File: src/hw/rtl/assert_macros.svh
// Assertion macros for the RTL file that carries checks.
`ifndef ASSERT_MACROS_SVH
`define ASSERT_MACROS_SVH

// cons must hold whenever ante holds, sampled on i_clk outside reset.
`define ASSERT_IMPL(label, ante, cons, msg) \
    label: assert property (@(posedge i_clk) disable iff (!i_rst_n) (ante) |-> (cons)) \
        else $error(msg);

// cons must hold in the cycle after ante holds.
`define ASSERT_NEXT(label, ante, cons, msg) \
    label: assert property (@(posedge i_clk) disable iff (!i_rst_n) (ante) |=> (cons)) \
        else $error(msg);

// expr must never hold.
`define ASSERT_NEVER(label, expr, msg) \
    label: assert property (@(posedge i_clk) disable iff (!i_rst_n) !(expr)) \
        else $error(msg);

`endif

File: src/hw/rtl/sbsh_pkg.sv
// Package with SHA-256 constants, round functions and controller/datapath types.
`timescale 1ns / 1ps

package sbsh_pkg;

    localparam logic [5:0] FILL_FULL = 6'd63;
    localparam logic [5:0] FILL_LEN  = 6'd56;
    localparam logic [7:0] PAD_BYTE  = 8'h80;
    localparam logic [2:0] LAST_IDX  = 3'd7;
    localparam logic [5:0] LAST_ROUND = 6'd63;

    localparam logic [31:0] C_IV [8] = '{
        32'h6a09e667, 32'hbb67ae85, 32'h3c6ef372, 32'ha54ff53a,
        32'h510e527f, 32'h9b05688c, 32'h1f83d9ab, 32'h5be0cd19
    };

    localparam logic [31:0] C_K [64] = '{
        32'h428a2f98, 32'h71374491, 32'hb5c0fbcf, 32'he9b5dba5,
        32'h3956c25b, 32'h59f111f1, 32'h923f82a4, 32'hab1c5ed5,
        32'hd807aa98, 32'h12835b01, 32'h243185be, 32'h550c7dc3,
        32'h72be5d74, 32'h80deb1fe, 32'h9bdc06a7, 32'hc19bf174,
        32'he49b69c1, 32'hefbe4786, 32'h0fc19dc6, 32'h240ca1cc,
        32'h2de92c6f, 32'h4a7484aa, 32'h5cb0a9dc, 32'h76f988da,
        32'h983e5152, 32'ha831c66d, 32'hb00327c8, 32'hbf597fc7,
        32'hc6e00bf3, 32'hd5a79147, 32'h06ca6351, 32'h14292967,
        32'h27b70a85, 32'h2e1b2138, 32'h4d2c6dfc, 32'h53380d13,
        32'h650a7354, 32'h766a0abb, 32'h81c2c92e, 32'h92722c85,
        32'ha2bfe8a1, 32'ha81a664b, 32'hc24b8b70, 32'hc76c51a3,
        32'hd192e819, 32'hd6990624, 32'hf40e3585, 32'h106aa070,
        32'h19a4c116, 32'h1e376c08, 32'h2748774c, 32'h34b0bcb5,
        32'h391c0cb3, 32'h4ed8aa4a, 32'h5b9cca4f, 32'h682e6ff3,
        32'h748f82ee, 32'h78a5636f, 32'h84c87814, 32'h8cc70208,
        32'h90befffa, 32'ha4506ceb, 32'hbef9a3f7, 32'hc67178f2
    };

    typedef enum logic [1:0] {
        BYTE_IN,
        BYTE_PAD,
        BYTE_ZERO,
        BYTE_LEN
    } t_byte_sel;

    typedef struct packed {
        logic       push;
        t_byte_sel  byte_sel;
        logic       count_inc;
        logic       load_vars;
        logic       round_en;
        logic [5:0] round;
        logic       final_add;
        logic       clear_msg;
        logic [2:0] len_idx;
        logic [2:0] out_idx;
    } t_dp_cmd;

    typedef struct packed {
        logic [5:0] fill;
    } t_dp_sts;

    function automatic logic [31:0] rotr(input logic [31:0] x, input int n);
        return (x >> n) | (x << (32 - n));
    endfunction

    function automatic logic [31:0] big0(input logic [31:0] x);
        return rotr(x, 2) ^ rotr(x, 13) ^ rotr(x, 22);
    endfunction

    function automatic logic [31:0] big1(input logic [31:0] x);
        return rotr(x, 6) ^ rotr(x, 11) ^ rotr(x, 25);
    endfunction

    function automatic logic [31:0] sml0(input logic [31:0] x);
        return rotr(x, 7) ^ rotr(x, 18) ^ (x >> 3);
    endfunction

    function automatic logic [31:0] sml1(input logic [31:0] x);
        return rotr(x, 17) ^ rotr(x, 19) ^ (x >> 10);
    endfunction

endpackage

File: src/hw/rtl/sbsh_dp.sv
// Datapath: block shift line, message schedule window, round logic, chain hash, counters.
`timescale 1ns / 1ps

module sbsh_dp import sbsh_pkg::*; (
    input  logic        i_clk,
    input  logic        i_rst_n,
    input  t_dp_cmd     i_cmd,
    input  logic [7:0]  i_data_byte,
    output t_dp_sts     o_sts,
    output logic [31:0] o_digest_word
);

    logic [15:0][31:0] r_blk;
    logic [31:0]       r_chain [8];
    logic [31:0]       r_v [8];
    logic [5:0]        r_fill;
    logic [60:0]       r_count;

    logic [511:0]      w_flat;
    logic [7:0][7:0]   w_len;
    logic [7:0]        w_byte;
    logic [31:0]       w_new;
    logic [31:0]       w_t1;
    logic [31:0]       w_t2;
    logic [31:0]       w_ch;
    logic [31:0]       w_maj;

    assign w_flat = r_blk;
    assign w_len  = {r_count, 3'b000};

    always_comb begin
        unique case (i_cmd.byte_sel)
            BYTE_IN:   w_byte = i_data_byte;
            BYTE_PAD:  w_byte = PAD_BYTE;
            BYTE_ZERO: w_byte = 8'h00;
            BYTE_LEN:  w_byte = w_len[~i_cmd.len_idx];
            default:   w_byte = 8'h00;
        endcase
    end

    assign w_new = sml1(r_blk[1]) + r_blk[6] + sml0(r_blk[14]) + r_blk[15];
    assign w_ch  = (r_v[4] & r_v[5]) ^ (~r_v[4] & r_v[6]);
    assign w_maj = (r_v[0] & r_v[1]) ^ (r_v[0] & r_v[2]) ^ (r_v[1] & r_v[2]);
    assign w_t1  = r_v[7] + big1(r_v[4]) + w_ch + C_K[i_cmd.round] + r_blk[15];
    assign w_t2  = big0(r_v[0]) + w_maj;

    always_ff @(posedge i_clk) begin
        if (i_cmd.push) begin
            r_blk <= {w_flat[503:0], w_byte};
        end else if (i_cmd.round_en) begin
            r_blk <= {r_blk[14:0], w_new};
        end
        if (i_cmd.load_vars) begin
            r_v <= r_chain;
        end else if (i_cmd.round_en) begin
            r_v[7] <= r_v[6];
            r_v[6] <= r_v[5];
            r_v[5] <= r_v[4];
            r_v[4] <= r_v[3] + w_t1;
            r_v[3] <= r_v[2];
            r_v[2] <= r_v[1];
            r_v[1] <= r_v[0];
            r_v[0] <= w_t1 + w_t2;
        end
    end

    always_ff @(posedge i_clk) begin
        if (!i_rst_n) begin
            r_chain <= C_IV;
            r_fill  <= '0;
            r_count <= '0;
        end else if (i_cmd.clear_msg) begin
            r_chain <= C_IV;
            r_fill  <= '0;
            r_count <= '0;
        end else begin
            if (i_cmd.push) begin
                r_fill <= r_fill + 6'd1;
            end
            if (i_cmd.count_inc) begin
                r_count <= r_count + 61'd1;
            end
            if (i_cmd.final_add) begin
                for (int j = 0; j < 8; j++) begin
                    r_chain[j] <= r_chain[j] + r_v[j];
                end
            end
        end
    end

    assign o_sts.fill    = r_fill;
    assign o_digest_word = r_chain[i_cmd.out_idx];

endmodule

File: src/hw/rtl/sbsh_ctrl.sv
// Controller: sequences byte intake, padding, compression rounds and digest output.
`timescale 1ns / 1ps

module sbsh_ctrl import sbsh_pkg::*; (
    input  logic       i_clk,
    input  logic       i_rst_n,
    input  logic       i_in_valid,
    output logic       o_in_stall,
    input  logic       i_req_type,
    output logic       o_out_valid,
    input  logic       i_out_stall,
    output logic [2:0] o_word_index,
    output logic       o_last_word,
    input  t_dp_sts    i_sts,
    output t_dp_cmd    o_cmd
);

    typedef enum logic [2:0] {
        S_IDLE,
        S_PAD_ZERO,
        S_PAD_LEN,
        S_ROUND,
        S_FINAL,
        S_OUT
    } t_state;

    t_state     r_state;
    logic [5:0] r_round;
    logic [2:0] r_len_idx;
    logic [2:0] r_out_idx;
    logic       r_finish;
    logic       r_len_done;

    logic       w_full;

    assign w_full = (i_sts.fill == FILL_FULL);

    always_comb begin
        o_cmd          = '0;
        o_cmd.byte_sel = BYTE_IN;
        o_cmd.round    = r_round;
        o_cmd.len_idx  = r_len_idx;
        o_cmd.out_idx  = r_out_idx;
        unique case (r_state)
            S_IDLE: begin
                if (i_in_valid) begin
                    o_cmd.push      = 1'b1;
                    o_cmd.count_inc = !i_req_type;
                    o_cmd.byte_sel  = i_req_type ? BYTE_PAD : BYTE_IN;
                    o_cmd.load_vars = w_full;
                end
            end
            S_PAD_ZERO: begin
                if (i_sts.fill != FILL_LEN) begin
                    o_cmd.push      = 1'b1;
                    o_cmd.byte_sel  = BYTE_ZERO;
                    o_cmd.load_vars = w_full;
                end
            end
            S_PAD_LEN: begin
                o_cmd.push      = 1'b1;
                o_cmd.byte_sel  = BYTE_LEN;
                o_cmd.load_vars = w_full;
            end
            S_ROUND:  o_cmd.round_en  = 1'b1;
            S_FINAL:  o_cmd.final_add = 1'b1;
            S_OUT:    o_cmd.clear_msg = !i_out_stall && (r_out_idx == LAST_IDX);
            default: begin
            end
        endcase
    end

    always_ff @(posedge i_clk) begin
        if (!i_rst_n) begin
            r_state    <= S_IDLE;
            r_round    <= '0;
            r_len_idx  <= '0;
            r_out_idx  <= '0;
            r_finish   <= 1'b0;
            r_len_done <= 1'b0;
        end else begin
            unique case (r_state)
                S_IDLE: begin
                    if (i_in_valid) begin
                        r_finish <= i_req_type;
                        r_round  <= '0;
                        if (w_full) begin
                            r_state <= S_ROUND;
                        end else if (i_req_type) begin
                            r_state <= S_PAD_ZERO;
                        end
                    end
                end
                S_PAD_ZERO: begin
                    r_round   <= '0;
                    r_len_idx <= '0;
                    if (i_sts.fill == FILL_LEN) begin
                        r_state <= S_PAD_LEN;
                    end else if (w_full) begin
                        r_state <= S_ROUND;
                    end
                end
                S_PAD_LEN: begin
                    r_len_idx <= r_len_idx + 3'd1;
                    r_round   <= '0;
                    if (r_len_idx == LAST_IDX) begin
                        r_len_done <= 1'b1;
                        r_state    <= S_ROUND;
                    end
                end
                S_ROUND: begin
                    r_round <= r_round + 6'd1;
                    if (r_round == LAST_ROUND) begin
                        r_state <= S_FINAL;
                    end
                end
                S_FINAL: begin
                    r_out_idx <= '0;
                    if (!r_finish) begin
                        r_state <= S_IDLE;
                    end else if (r_len_done) begin
                        r_state <= S_OUT;
                    end else begin
                        r_state <= S_PAD_ZERO;
                    end
                end
                S_OUT: begin
                    if (!i_out_stall) begin
                        r_out_idx <= r_out_idx + 3'd1;
                        if (r_out_idx == LAST_IDX) begin
                            r_finish   <= 1'b0;
                            r_len_done <= 1'b0;
                            r_state    <= S_IDLE;
                        end
                    end
                end
                default: r_state <= S_IDLE;
            endcase
        end
    end

    assign o_in_stall   = (r_state != S_IDLE);
    assign o_out_valid  = (r_state == S_OUT);
    assign o_word_index = r_out_idx;
    assign o_last_word  = (r_out_idx == LAST_IDX);

endmodule

File: src/hw/rtl/sha256_byte_stream_hasher.sv
// Top level of the byte-serial SHA-256 hasher: controller plus datapath.
//
//  channel | direction | handshake                  | payload
//  --------+-----------+----------------------------+-------------------------------------
//  in      | input     | i_in_valid / o_in_stall    | i_req_type, i_data_byte
//  out     | output    | o_out_valid / i_out_stall  | o_digest_word, o_word_index, o_last_word
//
// A message byte is taken while idle; the byte that completes a 64-byte block then starts
// compression (64 rounds on the single round unit, then the chain add) with input stalled.
// A finish item appends the padding bytes, compresses once or twice, then shows 8 words.
// Reset is synchronous and active low; the block is ready right after it.
// Input is stalled whenever the block is busy; a stalled output word holds its value.
`timescale 1ns / 1ps

module sha256_byte_stream_hasher import sbsh_pkg::*; (
    input  logic        i_clk,
    input  logic        i_rst_n,
    input  logic        i_in_valid,
    output logic        o_in_stall,
    input  logic        i_req_type,
    input  logic [7:0]  i_data_byte,
    output logic        o_out_valid,
    input  logic        i_out_stall,
    output logic [31:0] o_digest_word,
    output logic [2:0]  o_word_index,
    output logic        o_last_word
);

    `include "assert_macros.svh"

    t_dp_cmd w_cmd;
    t_dp_sts w_sts;

    sbsh_ctrl u_ctrl (
        .i_clk        (i_clk),
        .i_rst_n      (i_rst_n),
        .i_in_valid   (i_in_valid),
        .o_in_stall   (o_in_stall),
        .i_req_type   (i_req_type),
        .o_out_valid  (o_out_valid),
        .i_out_stall  (i_out_stall),
        .o_word_index (o_word_index),
        .o_last_word  (o_last_word),
        .i_sts        (w_sts),
        .o_cmd        (w_cmd)
    );

    sbsh_dp u_dp (
        .i_clk         (i_clk),
        .i_rst_n       (i_rst_n),
        .i_cmd         (w_cmd),
        .i_data_byte   (i_data_byte),
        .o_sts         (w_sts),
        .o_digest_word (o_digest_word)
    );

    `ASSERT_NEVER(a_out_while_ready, o_out_valid && !o_in_stall, "output valid while input ready")
    `ASSERT_NEXT(a_finish_busy, i_in_valid && !o_in_stall && i_req_type, o_in_stall, "finish item did not stall input")
    `ASSERT_NEXT(a_last_ends, o_out_valid && !i_out_stall && o_last_word, !o_out_valid, "output continued past last word")

endmodule

File: config.mk
export PLATFORM = sky130hd
export DESIGN_NAME = sha256_byte_stream_hasher
export DESIGN_NICKNAME = d
export VERILOG_FILES = /design/src/hw/rtl/sbsh_pkg.sv /design/src/hw/rtl/sbsh_dp.sv /design/src/hw/rtl/sbsh_ctrl.sv /design/src/hw/rtl/sha256_byte_stream_hasher.sv
export VERILOG_INCLUDE_DIRS = /design/src /design/src/hw/rtl
export SDC_FILE = /design/constraint.sdc
export NUM_CORES = 2
export LEC_CHECK = 0
export BUFFER_PORTS_ARGS = -buffer_cell sky130_fd_sc_hd__buf_2
export CAP_MARGIN = 20
export CORE_ASPECT_RATIO = 0.7
export CORE_MARGIN = 4
export CORE_UTILIZATION = 40
export CTS_CLUSTER_DIAMETER = 120
export CTS_CLUSTER_SIZE = 40
export DETAILED_ROUTE_END_ITERATION = 7
export SLEW_MARGIN = 20
export SYNTH_ARGS = -nofsm -noshare
export SYNTH_HDL_FRONTEND = slang
export SYNTH_SLANG_ARGS = --single-unit
File: constraint.sdc
create_clock -name i_clk -period 33 [get_ports i_clk]
set_input_delay 4.95 -clock i_clk [delete_from_list [all_inputs] [get_ports i_clk]]
set_output_delay 4.95 -clock i_clk [all_outputs]
set_load 0.01 [all_outputs]
After elaboration in Yosys (flattened, before gate mapping)
Memory sizes are Yosys's and may differ from the RTL's.
Index checks and enable logic that the tools add are counted.
- output and inout bits: 38
- memory bits (read-only): 2048
- register bits: 1108
- input bits: 13
- memories: 1
- memories (name ; words ; width ; read ports ; clocked after Yosys merged registers in ; write ports ; RTL line ; source):
    (no name shown) ; 64 ; 32 ; 1 ; 0 ; 0 ; sbsh_dp.sv:44 ; assign w_t1 = r_v[7] + big1(r_v[4]) + w_ch + C_K[i_cmd.round] + r_blk[15];
- $lt $le $gt $ge: 3
- equal/unequal tests: 21
- add/sub/neg operators: 23
- mux-type cells: 45
- bitwise gates (word level): 31
- reductions and logical operators: 20
- operators with widths (operator ; number):
    2-to-1 mux 512 bit ; 2
    adder 32 bit ; 18
    2-to-1 mux 256 bit ; 2
    XOR 32 bit ; 9
    AND 32 bit ; 5
    2-to-1 mux 32 bit ; 4
    binary-select mux 32 bit (select 3 bit) ; 1
    adder 61 x 1 -> 61 bit, second input constant ; 1
    2-to-1 mux 3 bit ; 13
    inverter 32 bit ; 1
    bitwise OR 10 x 32 -> 32 bit ; 1
    bitwise OR 13 x 32 -> 32 bit ; 1
    bitwise OR 14 x 32 -> 32 bit ; 1
    bitwise OR 15 x 32 -> 32 bit ; 1
    bitwise OR 19 x 32 -> 32 bit ; 1
    bitwise OR 21 x 32 -> 32 bit ; 1
    bitwise OR 25 x 32 -> 32 bit ; 1
    bitwise OR 26 x 32 -> 32 bit ; 1
    bitwise OR 30 x 32 -> 32 bit ; 1
    bitwise OR 7 x 32 -> 32 bit ; 1
    one-hot mux 8 bit (4 select lines) ; 1
    XOR 32 x 22 -> 32 bit ; 1
    XOR 32 x 29 -> 32 bit ; 1
    binary-select mux 8 bit (select 3 bit) ; 1
    other kinds (40) ; 73

Logic depth before layout (Yosys ltp)
- word-level depth: 10
- gate-level depth with buffers: 39
- gate-level depth less buffers: 38

By module
A second synthesis with hierarchy kept.
- cell total of the unflattened synthesis: 7138
- area total of the unflattened synthesis: 75102.0 um^2
- by module, submodules not included (module ; times used ; area each (um^2) ; cells each):
    sbsh_dp ; 1 ; 74002.2 ; 7005
    sbsh_ctrl ; 1 ; 1099.8 ; 133

Least setup slack after synthesis
Ideal clock, no wire load.
- path kind: input port to flip-flop
- start point: in i_in_valid
- end point: reg u_dp.r_blk[0] (netlist name) (enable)
- data required time: 32.029 ns
- cell stages on the path: 6
- library setup time: 0.971 ns
- arrival: 18.310 ns
- path buffers: 3
- setup slack: 13.718 ns
- cells stage by stage: o21bai_1 a21oi_1 clkbuf_1 clkbuf_1 clkbuf_1 nand2b_1
- longest elaborated chain between the ends: 3
- RTL lines (item ; RTL line ; source):
    start, declared ; sha256_byte_stream_hasher.sv:18 ; input logic i_in_valid,
    2-to-1 mux 5 bit ; sbsh_ctrl.sv:46 ; if (i_in_valid) begin
    one-hot mux 3 bit (3 select lines) ; sbsh_ctrl.sv:44 ; unique case (r_state)
    nonzero test 2 bit (no line) ; - ;
    end signal, assigned ; sbsh_dp.sv:49 ; r_blk <= {w_flat[503:0], w_byte};
    end signal, assigned ; sbsh_dp.sv:51 ; r_blk <= {r_blk[14:0], w_new};
    end, declared ; sbsh_dp.sv:13 ; logic [15:0][31:0] r_blk;
No other way between the ends.
A chain may end at the register's enable or synchronous reset.

Worst setup path in the final report
- start point: reg u_ctrl.r_round[1]
- end point: reg u_dp.r_v[253] (netlist name) (data pin)
- longest elaborated chain between the ends: 9
- RTL lines (item ; RTL line ; source):
    start, declared ; sbsh_ctrl.sv:28 ; logic [5:0] r_round;
    start signal, assigned ; sbsh_ctrl.sv:112 ; r_round <= r_round + 6'd1;
    inverter 6 -> 7 bit (not written as such) ; sbsh_dp.sv:44 ;
    memory read (64 x 32 bit) ; - ;
    2-to-1 mux 32 bit (not written as such) (2 in series) ; sbsh_dp.sv:44 ;
    adder 32 bit (2 in series) ; sbsh_dp.sv:44 ;
    adder 32 bit ; sbsh_dp.sv:63 ; r_v[0] <= w_t1 + w_t2;
    2-to-1 mux 256 bit ; sbsh_dp.sv:55 ; end else if (i_cmd.round_en) begin
    2-to-1 mux 256 bit ; sbsh_dp.sv:53 ; if (i_cmd.load_vars) begin
    end signal, assigned ; sbsh_dp.sv:54 ; r_v <= r_chain;
    end, declared ; sbsh_dp.sv:15 ; logic [31:0] r_v [8];
No other way between the ends. The select of a mux whose other input is x is not followed.

==> metrics.txt <==
post-route ant nets=0; Initial Util=40.5%; die area=193000 um2; post-CTS resize count=0; Synth Instances=7267; final WL=239 mm; simple-gate share of the synthesized area=11.9%; Worst Hold End=u_dp.r_chain[184]; status=completed; Tcrit/Tclk final=31.6%; Root Buffer=clkbuf_16; Synth Area in Compound Gates=14.1%; Worst Setup End Kind=register; register area share after synthesis=40.2%; Finish-stage setup viols=0; Synth warnings=0; Nets=7664; final-report max-slew violation count=0; most frequent cell after synthesis=nand2_1; register bit total from synthesis=1108; clock sinks=1108; Post-synth EDFFs=768; placed insts=9474; GRT met1 Usage=40.5%; Setup CP Type=reg2reg; port bufs=50; Crit Path Max Fanout=27; synth-to-layout area growth=5.38%; DRC=0; # H-tree levels=2; RSZ-0062 raised after global routing=false; post-synthesis mux area share=11.1%; adder-cell share of the synthesized area=12.4%; Placer Congestion=0.968; post-synth top area share=31.1%; R2R Path Start=u_ctrl.r_round[1]; clk buf depth=3; Critical R2R Capture=u_dp.r_v[253]; library cells used by synthesis=102; GR Util met2=30.5%; final instance area=78200 um2; slew margin rel.=19.6%; cell taking the most area after synthesis=edfxtp_1; cts hold-fix bufs=0; final cell count without fillers=9545; # Post-CTS Setup Buffers=0; Tot GR Track Use=24.0%; WHS Path Cells=2; prevailing post-synth register cell=edfxtp_1; Wirelength per Cell=25.1 um; mapped cell area=74200 um2; HP Class=reg2reg; post-synth net total=7876; layout cells sized above 1=12.5%; I/O pins=51; Die X=523 um; worst-case reg-to-reg path depth=36; first-pass GRT wire length=351 mm; Post-synth top cells=nand2_1, edfxtp_1, mux2_2; Reg clk slew, reported paths=0.15 ns; Area contributors post-synth=edfxtp_1, dfxtp_1, mux2_2; Avg Vias per Cell=5.89; Post-Synth XOR/XNOR Area=6.94%; Mean Syn Cell Area=10.2 um2; Post-DP HPWL=181 mm; largest family of logic cells by synthesized area=compound AO/OA/AOI/OAI gates; largest net degree at the start of global routing=191; max incr delay on CP=0.74 ns; MaxCap Viol Count=0; number of global-route vias before repair=51053; clock insertion delay at the later pin of the skew report=0.74 ns; WP data arrival=10.90 ns; Core ar.=183000 um2; Worst R2R Setup Slack=22.56 ns; Post-synth ARST share=0%; CTS tree=built; DR vias=56234; met3 GRT Util=5.73%; fin crit period=10.44 ns; Core Util, Final=42.7%; worst-margin pin slew=1.21 ns; DR iter-0 viols=6957; row cnt=131; Worst Path Required=33.47 ns; Hold Path Origin=u_dp.r_chain[184]; cts bufs inserted=39; fmax=95.8 MHz; grt ovf=0; Crit-path slowest cell=ha_1; Fillers=17565; layer with the highest usage=met1; CP startpoint kind=register; Post-DP Area=76800 um2; die height=368 um; Clock Skews=0.117 ns; first-pass detailed-route iteration total=6; Hold Fails Final Rpt=0; initial antenna violation count=9; Fin Setup TNS=0 ns
kinds of logic after synthesis:
family | after synthesis
compound gates | 1663
mux | 654
flops | 1108
fa+ha+maj | 622
buf+inv | 634
simple gates | 1998
xor+xnor | 588
layer usage:
layer / part of all wire (%) / wire (um) / up-vias
li1: - / - / 25722
met1: 51 / 121000 / 28003
met2: 37 / 89100 / 2323
met3: 11 / 25900 / 178
met4: 1.3 / 3210 / 8
met5: 0.022 / 53 / -
state kept, by name (all words and copies together), names as in the netlist:
register / cells
u_dp.r_chain: 256
u_dp.o_sts: 6
u_ctrl.r_len_idx: 3
u_ctrl.r_round: 6
u_dp.r_count: 61
u_dp.r_blk: 512
u_ctrl.r_len_done: 1
u_ctrl.r_state: 3
u_ctrl.r_finish: 1
u_dp.r_v: 256
u_ctrl.o_word_index: 3
critical path: cells and delay by family, from the launching register on:
family,cells,cell delay (ns)
AOI/OAI and AO/OA,17,3.63
buffers and inverters,5,1.14
and+or+nand+nor,4,1.04
muxes,1,0.27
DFF,1,0.34
xor gates and xnor gates,2,0.43
adders and majority gates,7,3.33
metrics by stage:
| stage | setup WS [ns] | hold slack (ns) |
|---|---|---|
| CTS | 22.81 | 0.503 |
| detailed placement | 22.62 | 0.484 |
| global placement | 22.73 | 0.463 |
| global route | 22.15 | 0.522 |
| floorplan | 13.72 | 0.438 |
| finish | 22.56 | 0.504 |
worst max-delay path by stage:
| stage | startpoint | end | slack [ns] |
|---|---|---|---|
| final | u_ctrl.r_round[1] | u_dp.r_v[253] | 22.56 |
| after global routing | u_ctrl.r_round[1] | u_dp.r_v[255] | 22.15 |
| after CTS | u_ctrl.r_round[1] | u_dp.r_v[253] | 22.81 |
| after detailed placement | i_in_valid | u_dp.r_blk[372] | 22.62 |
| after global placement | i_in_valid | u_dp.r_blk[372] | 22.73 |
| after floorplan | i_in_valid | u_dp.r_blk[0] | 13.72 |
cell usage in the layout (no fill, tap or decap), types with 112 or more instances in the layout:
master	count
fa_1	195
nand2_1	1097
edfxtp_1	768
nor2_1	335
ha_1	401
a21o_1	202
nand3_1	112
dfxtp_1	332
xnor2_1	405
mux2_2	538
o21ai_0	364
inv_1	253
xor2_1	183
a21oi_1	514
area by class of cell:
cell class                      instances  area (um2)  area share [%]
Antenna cell                            2        5.00         0.00640
Multi-Input combinational cell       5525       42000            53.7
Sequential cell                      1108       29900            38.2
Tap cell                             2460        3080            3.94
Clock buffer                           51        1040            1.33
Timing Repair Buffer                  126         896            1.15
Inverter                              255         957            1.22
Clock inverter                         18         322           0.411
Power is not shown: default switching activity piles up to over one toggle a cycle in this logic, so the estimate is an artifact.
